==> src/rtl/tcw_pkg.sv <==
package tcw_pkg;

   localparam int MAX_COLS = 128;
   localparam int MAX_ROWS = 32;
   localparam int CELLS = MAX_COLS * MAX_ROWS;
   localparam int ADDR_W = $clog2(CELLS);
   localparam int OFF_W = $clog2(CELLS + 1);
   localparam int COLS_W = $clog2(MAX_COLS + 1);
   localparam int ROWS_W = $clog2(MAX_ROWS + 1);
   localparam int DIV_STEPS = ADDR_W;
   localparam int DIV_CNT_W = $clog2(DIV_STEPS);

   localparam int MODE_W = 2;
   localparam int BYTE_W = 8;
   localparam int CURSOR_W = 12;
   localparam int CFG_COLS_W = 8;
   localparam int CFG_ROWS_W = 6;
   localparam int CSR_INDEX_W = 4;
   localparam int CSR_DATA_W = 8;

   localparam logic [CFG_COLS_W-1:0] COLS_RESET = CFG_COLS_W'(80);
   localparam logic [CFG_ROWS_W-1:0] ROWS_RESET = CFG_ROWS_W'(25);

   localparam logic [CSR_INDEX_W-1:0] CSR_ACTIVE_COLS = CSR_INDEX_W'(0);
   localparam logic [CSR_INDEX_W-1:0] CSR_ACTIVE_ROWS = CSR_INDEX_W'(1);

   localparam logic [MODE_W-1:0] MODE_PUT = MODE_W'(0);
   localparam logic [MODE_W-1:0] MODE_CLEAR = MODE_W'(1);
   localparam logic [MODE_W-1:0] MODE_READ = MODE_W'(2);

   localparam logic [BYTE_W-1:0] CH_NUL = BYTE_W'(0);
   localparam logic [BYTE_W-1:0] CH_NEWLINE = BYTE_W'(10);
   localparam logic [BYTE_W-1:0] CH_SPACE = BYTE_W'(32);
   localparam logic [BYTE_W-1:0] ATTR_DEFAULT = BYTE_W'(15);
   localparam logic [BYTE_W-1:0] COLOR_MAX = BYTE_W'(15);

   localparam int PC_W = 5;
   typedef logic [PC_W-1:0] pc_type;

   localparam pc_type PC_FETCH = pc_type'(0);
   localparam pc_type PC_CALC = pc_type'(1);
   localparam pc_type PC_PICK = pc_type'(2);
   localparam pc_type PC_WRITE = pc_type'(3);
   localparam pc_type PC_SCR_INIT = pc_type'(4);
   localparam pc_type PC_SCR_TEST = pc_type'(5);
   localparam pc_type PC_SCR_RD = pc_type'(6);
   localparam pc_type PC_SCR_WR = pc_type'(7);
   localparam pc_type PC_FILL = pc_type'(8);
   localparam pc_type PC_MOVE = pc_type'(9);
   localparam pc_type PC_DIV_INIT = pc_type'(10);
   localparam pc_type PC_DIV_STEP = pc_type'(11);
   localparam pc_type PC_NL_ADV = pc_type'(12);
   localparam pc_type PC_NL_SCROLL = pc_type'(13);
   localparam pc_type PC_CLR_INIT = pc_type'(14);
   localparam pc_type PC_CLR_WR = pc_type'(15);
   localparam pc_type PC_RESP = pc_type'(16);
   localparam pc_type PC_RESP_WAIT = pc_type'(17);
   localparam pc_type PC_RD = pc_type'(18);

   typedef enum logic [4:0] {
      OP_NOP,
      OP_LATCH,
      OP_CALC,
      OP_PICK,
      OP_WRITE,
      OP_SCR_INIT,
      OP_SCR_RD,
      OP_SCR_WR,
      OP_FILL,
      OP_MOVE,
      OP_DIV_INIT,
      OP_DIV_STEP,
      OP_NL_ADV,
      OP_CLR_INIT,
      OP_CLR_WR,
      OP_RESP,
      OP_RD
   } op_type;

   typedef enum logic [3:0] {
      COND_NONE,
      COND_ALWAYS,
      COND_NO_REQ,
      COND_DISPATCH,
      COND_NO_SCROLL,
      COND_MOVE_DONE,
      COND_SWEEP_BUSY,
      COND_DIV_BUSY,
      COND_OUT_FREE
   } cond_type;

   typedef struct packed {
      op_type op;
      cond_type cond;
      pc_type target;
   } ucode_type;

   typedef struct packed {
      logic req_valid;
      logic out_free;
      logic no_scroll;
      logic move_done;
      logic sweep_busy;
      logic div_busy;
      pc_type dispatch_pc;
   } seq_flags_type;

   typedef struct packed {
      logic we_char;
      logic we_attr;
      logic [ADDR_W-1:0] waddr;
      logic [BYTE_W-1:0] wchar;
      logic [BYTE_W-1:0] wattr;
      logic re;
      logic [ADDR_W-1:0] raddr;
   } store_ctl_type;

   function automatic ucode_type make_word(input op_type op, input cond_type cond,
                                           input pc_type target);
      ucode_type w;
      w.op = op;
      w.cond = cond;
      w.target = target;
      return w;
   endfunction

   function automatic ucode_type ucode_rom(input pc_type pc);
      ucode_type w;
      unique case (pc)
         PC_FETCH:     w = make_word(OP_LATCH, COND_NO_REQ, PC_FETCH);
         PC_CALC:      w = make_word(OP_CALC, COND_NONE, PC_FETCH);
         PC_PICK:      w = make_word(OP_PICK, COND_DISPATCH, PC_FETCH);
         PC_WRITE:     w = make_word(OP_WRITE, COND_NO_SCROLL, PC_MOVE);
         PC_SCR_INIT:  w = make_word(OP_SCR_INIT, COND_NONE, PC_FETCH);
         PC_SCR_TEST:  w = make_word(OP_NOP, COND_MOVE_DONE, PC_FILL);
         PC_SCR_RD:    w = make_word(OP_SCR_RD, COND_NONE, PC_FETCH);
         PC_SCR_WR:    w = make_word(OP_SCR_WR, COND_ALWAYS, PC_SCR_TEST);
         PC_FILL:      w = make_word(OP_FILL, COND_SWEEP_BUSY, PC_FILL);
         PC_MOVE:      w = make_word(OP_MOVE, COND_ALWAYS, PC_RESP);
         PC_DIV_INIT:  w = make_word(OP_DIV_INIT, COND_NONE, PC_FETCH);
         PC_DIV_STEP:  w = make_word(OP_DIV_STEP, COND_DIV_BUSY, PC_DIV_STEP);
         PC_NL_ADV:    w = make_word(OP_NL_ADV, COND_NO_SCROLL, PC_MOVE);
         PC_NL_SCROLL: w = make_word(OP_NOP, COND_ALWAYS, PC_SCR_INIT);
         PC_CLR_INIT:  w = make_word(OP_CLR_INIT, COND_NONE, PC_FETCH);
         PC_CLR_WR:    w = make_word(OP_CLR_WR, COND_SWEEP_BUSY, PC_CLR_WR);
         PC_RESP:      w = make_word(OP_RESP, COND_OUT_FREE, PC_FETCH);
         PC_RESP_WAIT: w = make_word(OP_NOP, COND_ALWAYS, PC_RESP);
         PC_RD:        w = make_word(OP_RD, COND_ALWAYS, PC_RESP);
         default:      w = make_word(OP_NOP, COND_ALWAYS, PC_FETCH);
      endcase
      return w;
   endfunction

   function automatic pc_type dispatch_target(input logic [MODE_W-1:0] mode,
                                              input logic [BYTE_W-1:0] ch);
      pc_type t;
      unique case (mode)
         MODE_PUT: begin
            if (ch == CH_NUL) begin
               t = PC_RESP;
            end else if (ch == CH_NEWLINE) begin
               t = PC_DIV_INIT;
            end else begin
               t = PC_WRITE;
            end
         end
         MODE_CLEAR: t = PC_CLR_INIT;
         MODE_READ:  t = PC_RD;
         default:    t = PC_RESP;
      endcase
      return t;
   endfunction

endpackage

==> src/rtl/tcw_sequencer.sv <==
module tcw_sequencer (
   input  logic                    clock,
   input  logic                    reset,
   input  tcw_pkg::seq_flags_type  flags,
   output tcw_pkg::ucode_type      word
);
   import tcw_pkg::*;

   pc_type pc_ff;
   pc_type pc_in;
   pc_type pc_next;
   logic   take;

   assign word = ucode_rom(pc_ff);
   assign pc_next = pc_ff + pc_type'(1);

   always_comb begin
      take = 1'b0;
      unique case (word.cond)
         COND_NONE:       take = 1'b0;
         COND_ALWAYS:     take = 1'b1;
         COND_NO_REQ:     take = !flags.req_valid;
         COND_DISPATCH:   take = 1'b1;
         COND_NO_SCROLL:  take = flags.no_scroll;
         COND_MOVE_DONE:  take = flags.move_done;
         COND_SWEEP_BUSY: take = flags.sweep_busy;
         COND_DIV_BUSY:   take = flags.div_busy;
         COND_OUT_FREE:   take = flags.out_free;
         default:         take = 1'b1;
      endcase
   end

   always_comb begin
      if (word.cond == COND_DISPATCH) begin
         pc_in = flags.dispatch_pc;
      end else if (take) begin
         pc_in = word.target;
      end else begin
         pc_in = pc_next;
      end
   end

   always_ff @(posedge clock) begin
      if (reset) begin
         pc_ff <= PC_FETCH;
      end else begin
         pc_ff <= pc_in;
      end
   end

endmodule

==> config.mk <==
export PLATFORM = sky130hd
export DESIGN_NAME = tcw_sequencer
export DESIGN_NICKNAME = d
export VERILOG_FILES = /design/src/rtl/tcw_pkg.sv /design/src/rtl/tcw_sequencer.sv
export SDC_FILE = /design/constraint.sdc
export NUM_CORES = 1
export LEC_CHECK = 0
export BUFFER_PORTS_ARGS = -buffer_cell sky130_fd_sc_hd__buf_2
export CORE_ASPECT_RATIO = 1.2
export CORE_MARGIN = 1
export CORE_UTILIZATION = 40
export CTS_BUF_LIST = sky130_fd_sc_hd__clkbuf_4
export DETAILED_ROUTE_END_ITERATION = 10
export PLACE_DENSITY = 0.74
export SLEW_MARGIN = 25
export SYNTH_ARGS = -nofsm -noshare
export SYNTH_HDL_FRONTEND = slang
export SYNTH_SLANG_ARGS = --single-unit
==> constraint.sdc <==
create_clock -name clock -period 7.2 [get_ports clock]
set_clock_uncertainty 0.1 [all_clocks]
set_input_delay 0.72 -clock clock [delete_from_list [all_inputs] [get_ports clock]]
set_output_delay 0.72 -clock clock [all_outputs]
set_load 0.01 [all_outputs]
== Word-level counts from Yosys, hierarchy flattened ==
Memories as Yosys holds them, arrays and structs flattened. A register that Yosys moved wholly into a read port is not among the register bits.
Index checks and enable logic that the tools add are counted.
Cells by class
  add/sub/neg operators: 1
  eq/ne operators: 7
  muxes and demuxes: 4
  reductions and logical operators: 2
Operators with widths (number)
  $eq 4x3->1 const B: 4
  $mux 5: 3
  $eq 4x2->1 const B: 2
  $pmux 1 s7: 1
  $add 5x1->5 const B: 1
  $eq 4x4->1 const B: 1
  $logic_not 4->1: 1
  $logic_not 1->1: 1
Word-level totals
  bits in registers: 5
  ROM bits: 448
  bits of input ports: 13
  memories: 1
Memory list
  (no name shown): words 32, width 14, read ports 1, clocked after Yosys merged registers in 1, wr ports 0, line tcw_pkg.sv:129  | unique case (pc)

== Longest topological paths before layout ==
  word-level depth: 5
  gate-level depth with buffers: 10
  depth with buffers taken out: 9

== Worst setup path after synthesis ==
Ideal clock, no wire load.
  path type: in2reg
  start: in flags[5] (netlist bit)
  end: reg word[7] (netlist name)
  arrival: 2745 ps
  data required time: 6974 ps
  path slack: 4230 ps
  cell stages on the path: 9
  buffers on the path: 0
  cell sequence: mux4_2 > nor3b_2 > nor3_1 > a311oi_4 > inv_1 > ha_1 > nor2b_1 > a211oi_1 > a211oi_1
Between the ends
  longest elaborated chain between the ends: 4
RTL lines
  start, declared: line tcw_sequencer.sv:4  | input tcw_pkg::seq_flags_type flags,
  $pmux 1 s7: line tcw_sequencer.sv:19  | unique case (word.cond)
  $mux 5: line tcw_sequencer.sv:36  | end else if (take) begin
  $mux 5: line tcw_sequencer.sv:34  | if (word.cond == COND_DISPATCH) begin
  $mux 5 (no source line)
No other way between the ends.
A chain may end at the register's enable or synchronous reset.

== Final worst setup path ==
  start: in flags[10] (netlist bit)
  end: reg word[7] (netlist name)
Between the ends
  longest elaborated chain between the ends: 5
RTL lines
  $logic_not 1->1: line tcw_sequencer.sv:22  | COND_NO_REQ: take = !flags.req_valid;
  $pmux 1 s7: line tcw_sequencer.sv:19
  $mux 5: line tcw_sequencer.sv:36
  $mux 5: line tcw_sequencer.sv:34
  $mux 5 (no source line)
No other way between the ends.

==> flow_summary.yaml <==
outcome:
  status: "finished clean"
routing:
  drc: 0
  drtPass1Iterations: 4
  ant_nets: 0
  wire_per_inst_um: 14.1
  via_count: 1005
  viasPerCell: 5.55
  drt-initial-drc-count: 29
  wl_um: 2550
synth:
  ys_ff_latch: 18
  synthArstFlopShare: 0
  synthFlopType: "dfxtp_1"
  syn_inst: 123
  yosys.cell_types.count: 46
  syn-cell-area_mm2: 0.00111
  synth_edf_count: 0
  yosysTopAreaCell: "dfxtp_1"
  avgSynthCellArea_um2: 9.04
  synth_fp_nets: 143
  synth_area_leaders: "dfxtp_1, ha_1, a21oi_1"
  ys_warn_count: 0
  yosysSeqAreaShare: 0.324
  synth_top_area_frac: 0.324
global_route:
  grt_pass1_wl_um: 4000
  track_usage: 0.182
  grt_max_degree: 21
  grt_antenna_before_repair: 0
  grt_pass1_vias: 928
  grt-ovfl-total: 0
finish:
  syn2layout_area_growth_pct: 14.2
  layout.nets: 169
  drive_gt1_frac: 0.291
  fin_util: 0.493
  fin_area_mm2: 0.00127
  fin_cells: 181
  n_antenna_cell: 0
  layout_common_cells: "buf_2, dfxtp_1, nor2_1"
  final_common_cell: "buf_2"
placed_design:
  io_buffers: 26
  dp.cells: 177
  hpwlAfterDp_um: 1960
  place_congestion: 0.893
  dpl-instance-area_mm2: 0.00124
clock_tree:
  clock_path_buffers: 2
  post_cts_resize_count: 0
  cts_root_buf: "clkbuf_4"
  cts_made_buffers: 3
  cts.clk_slew.worst_paths_ns: 0.10
  clk_latency_ns: 0.30
  cts_num_sinks: 18
  cts_setup_buffers: 0
  cts-htree-levels: 1
  cts_tree: "yes"
  hold_buffers: 0
die:
  initial_core_util: 0.432
  coreArea_mm2: 0.00258
  die_area_mm2: 0.00300
  dieHeight_um: 59.8
  die_w_um: 50.1
  core.rowCount: 20
  io_pins: 27
worst_setup_path:
  worstPathRequired_ns: 7.28
  startpoint_type: "primary input"
  crit_arrival_ns: 3.19
  endpoint_kind: "flop"
  regToRegSetupSlack_ns: 4.12
  worstSetupPathType: "in2reg"
  worstPathMaxFanout: 7
timing:
  fin_crit_sh: 0.432
  maxSlewHeadroom: 0.639
  hold_viol: 0
  grt_setup_unrepaired: "no"
  layout_min_cycle_time_ns: 3.11
  worstMarginPinSlew_ns: 0.541
  drv_slew: 0
  timing.hold.ws_ns: 0.738
  clock.fmax_ghz: 0.322
  setup_violations: 0
  tns_ns: 0
run:
  maxCapViolations: 0
pwr:
  p_per_area_mw_per_mm2: 447
  vdd_drop_max_uv: 231
  power_leakage_nw: 0.585
hold_path:
  hold_class: "in2reg"
==> registers in the layout, indices dropped and copies added (netlist names) <==
register,flops
word,13
pc_ff,5
==> where the power goes <==
part | switching [mW] | total (mW) | leakage (nW) | internal (mW)
combinational | 0.209 | 0.353 | 0.422 | 0.144
sequential | 0.0267 | 0.163 | 0.148 | 0.137
clock | 0.0311 | 0.0513 | 0.0154 | 0.0202
==> cell families after synthesis <==
logic type,share of synthesized area
AOI/OAI and AO/OA,0.206
adders and majority gates,0.0787
and+or+nand+nor,0.253
xor gates and xnor gates,0.0315
muxes,0.0292
DFF,0.324
buffers and inverters,0.0776
==> final timing paths <==
check                      start             endpoint  depth (start not counted)
max reg2reg      word[5]$_DFF_P_   word[7]$_SDFF_PP0_                          9
min                        reset      word[5]$_DFF_P_                          4
max                    flags[10]   word[7]$_SDFF_PP0_                         10
min reg2reg  pc_ff[0]$_SDFF_PP0_  pc_ff[0]$_SDFF_PP0_                          3
==> metrics by stage <==
stage	total power, mW	worst slack (ns)
after floorplan	0.445	4.23
after global placement	0.509	3.93
after global routing	0.620	3.92
after CTS	0.569	4.12
final	0.568	4.09
after detailed placement	0.516	3.80
==> synth_stat cells, drive strengths merged (2+ instances only) <==
master  count
xnor2       3
nand2b      2
buf         5
dfxtp      18
nor3b       2
a211oi      5
ha          7
or3b        2
nand3       8
a211o       4
nor2       13
or2         2
o221ai      2
a21oi       9
nand2       6
nor4        2
nor3        4
nand3b      3
inv         8
o21bai      2
==> layout make-up <==
class                           count  area [µm²]
Clock buffer                        3        22.5
Fill cell                         246        1310
Inverter                            9        38.8
Sequential cell                    18         360
Clock inverter                      1        3.75
Tap cell                           33        41.3
Multi-Input combinational cell     90         666
Timing Repair Buffer               27         138
==> worst max-delay path: stages <==
cell and delay [ns]:
buf_2 0.07, or3b_2 0.45, a21oi_1 0.35, nor3_1 0.14, a311oi_4 0.54, inv_1 0.21
ha_1 0.30, nor2b_1 0.15, a211oi_1 0.19, a211oi_1 0.08
==> routing by layer <==
layer	part of all wire	vias to the layer above	GRT usage
li1	-	495	-
met1	0.41	461	0.199
met2	0.51	42	0.337
met3	0.057	7	0.0305
met4	0.022	0	0.0857
met5	0	-	0
Note: power is estimated with default switching activity, not from simulation.
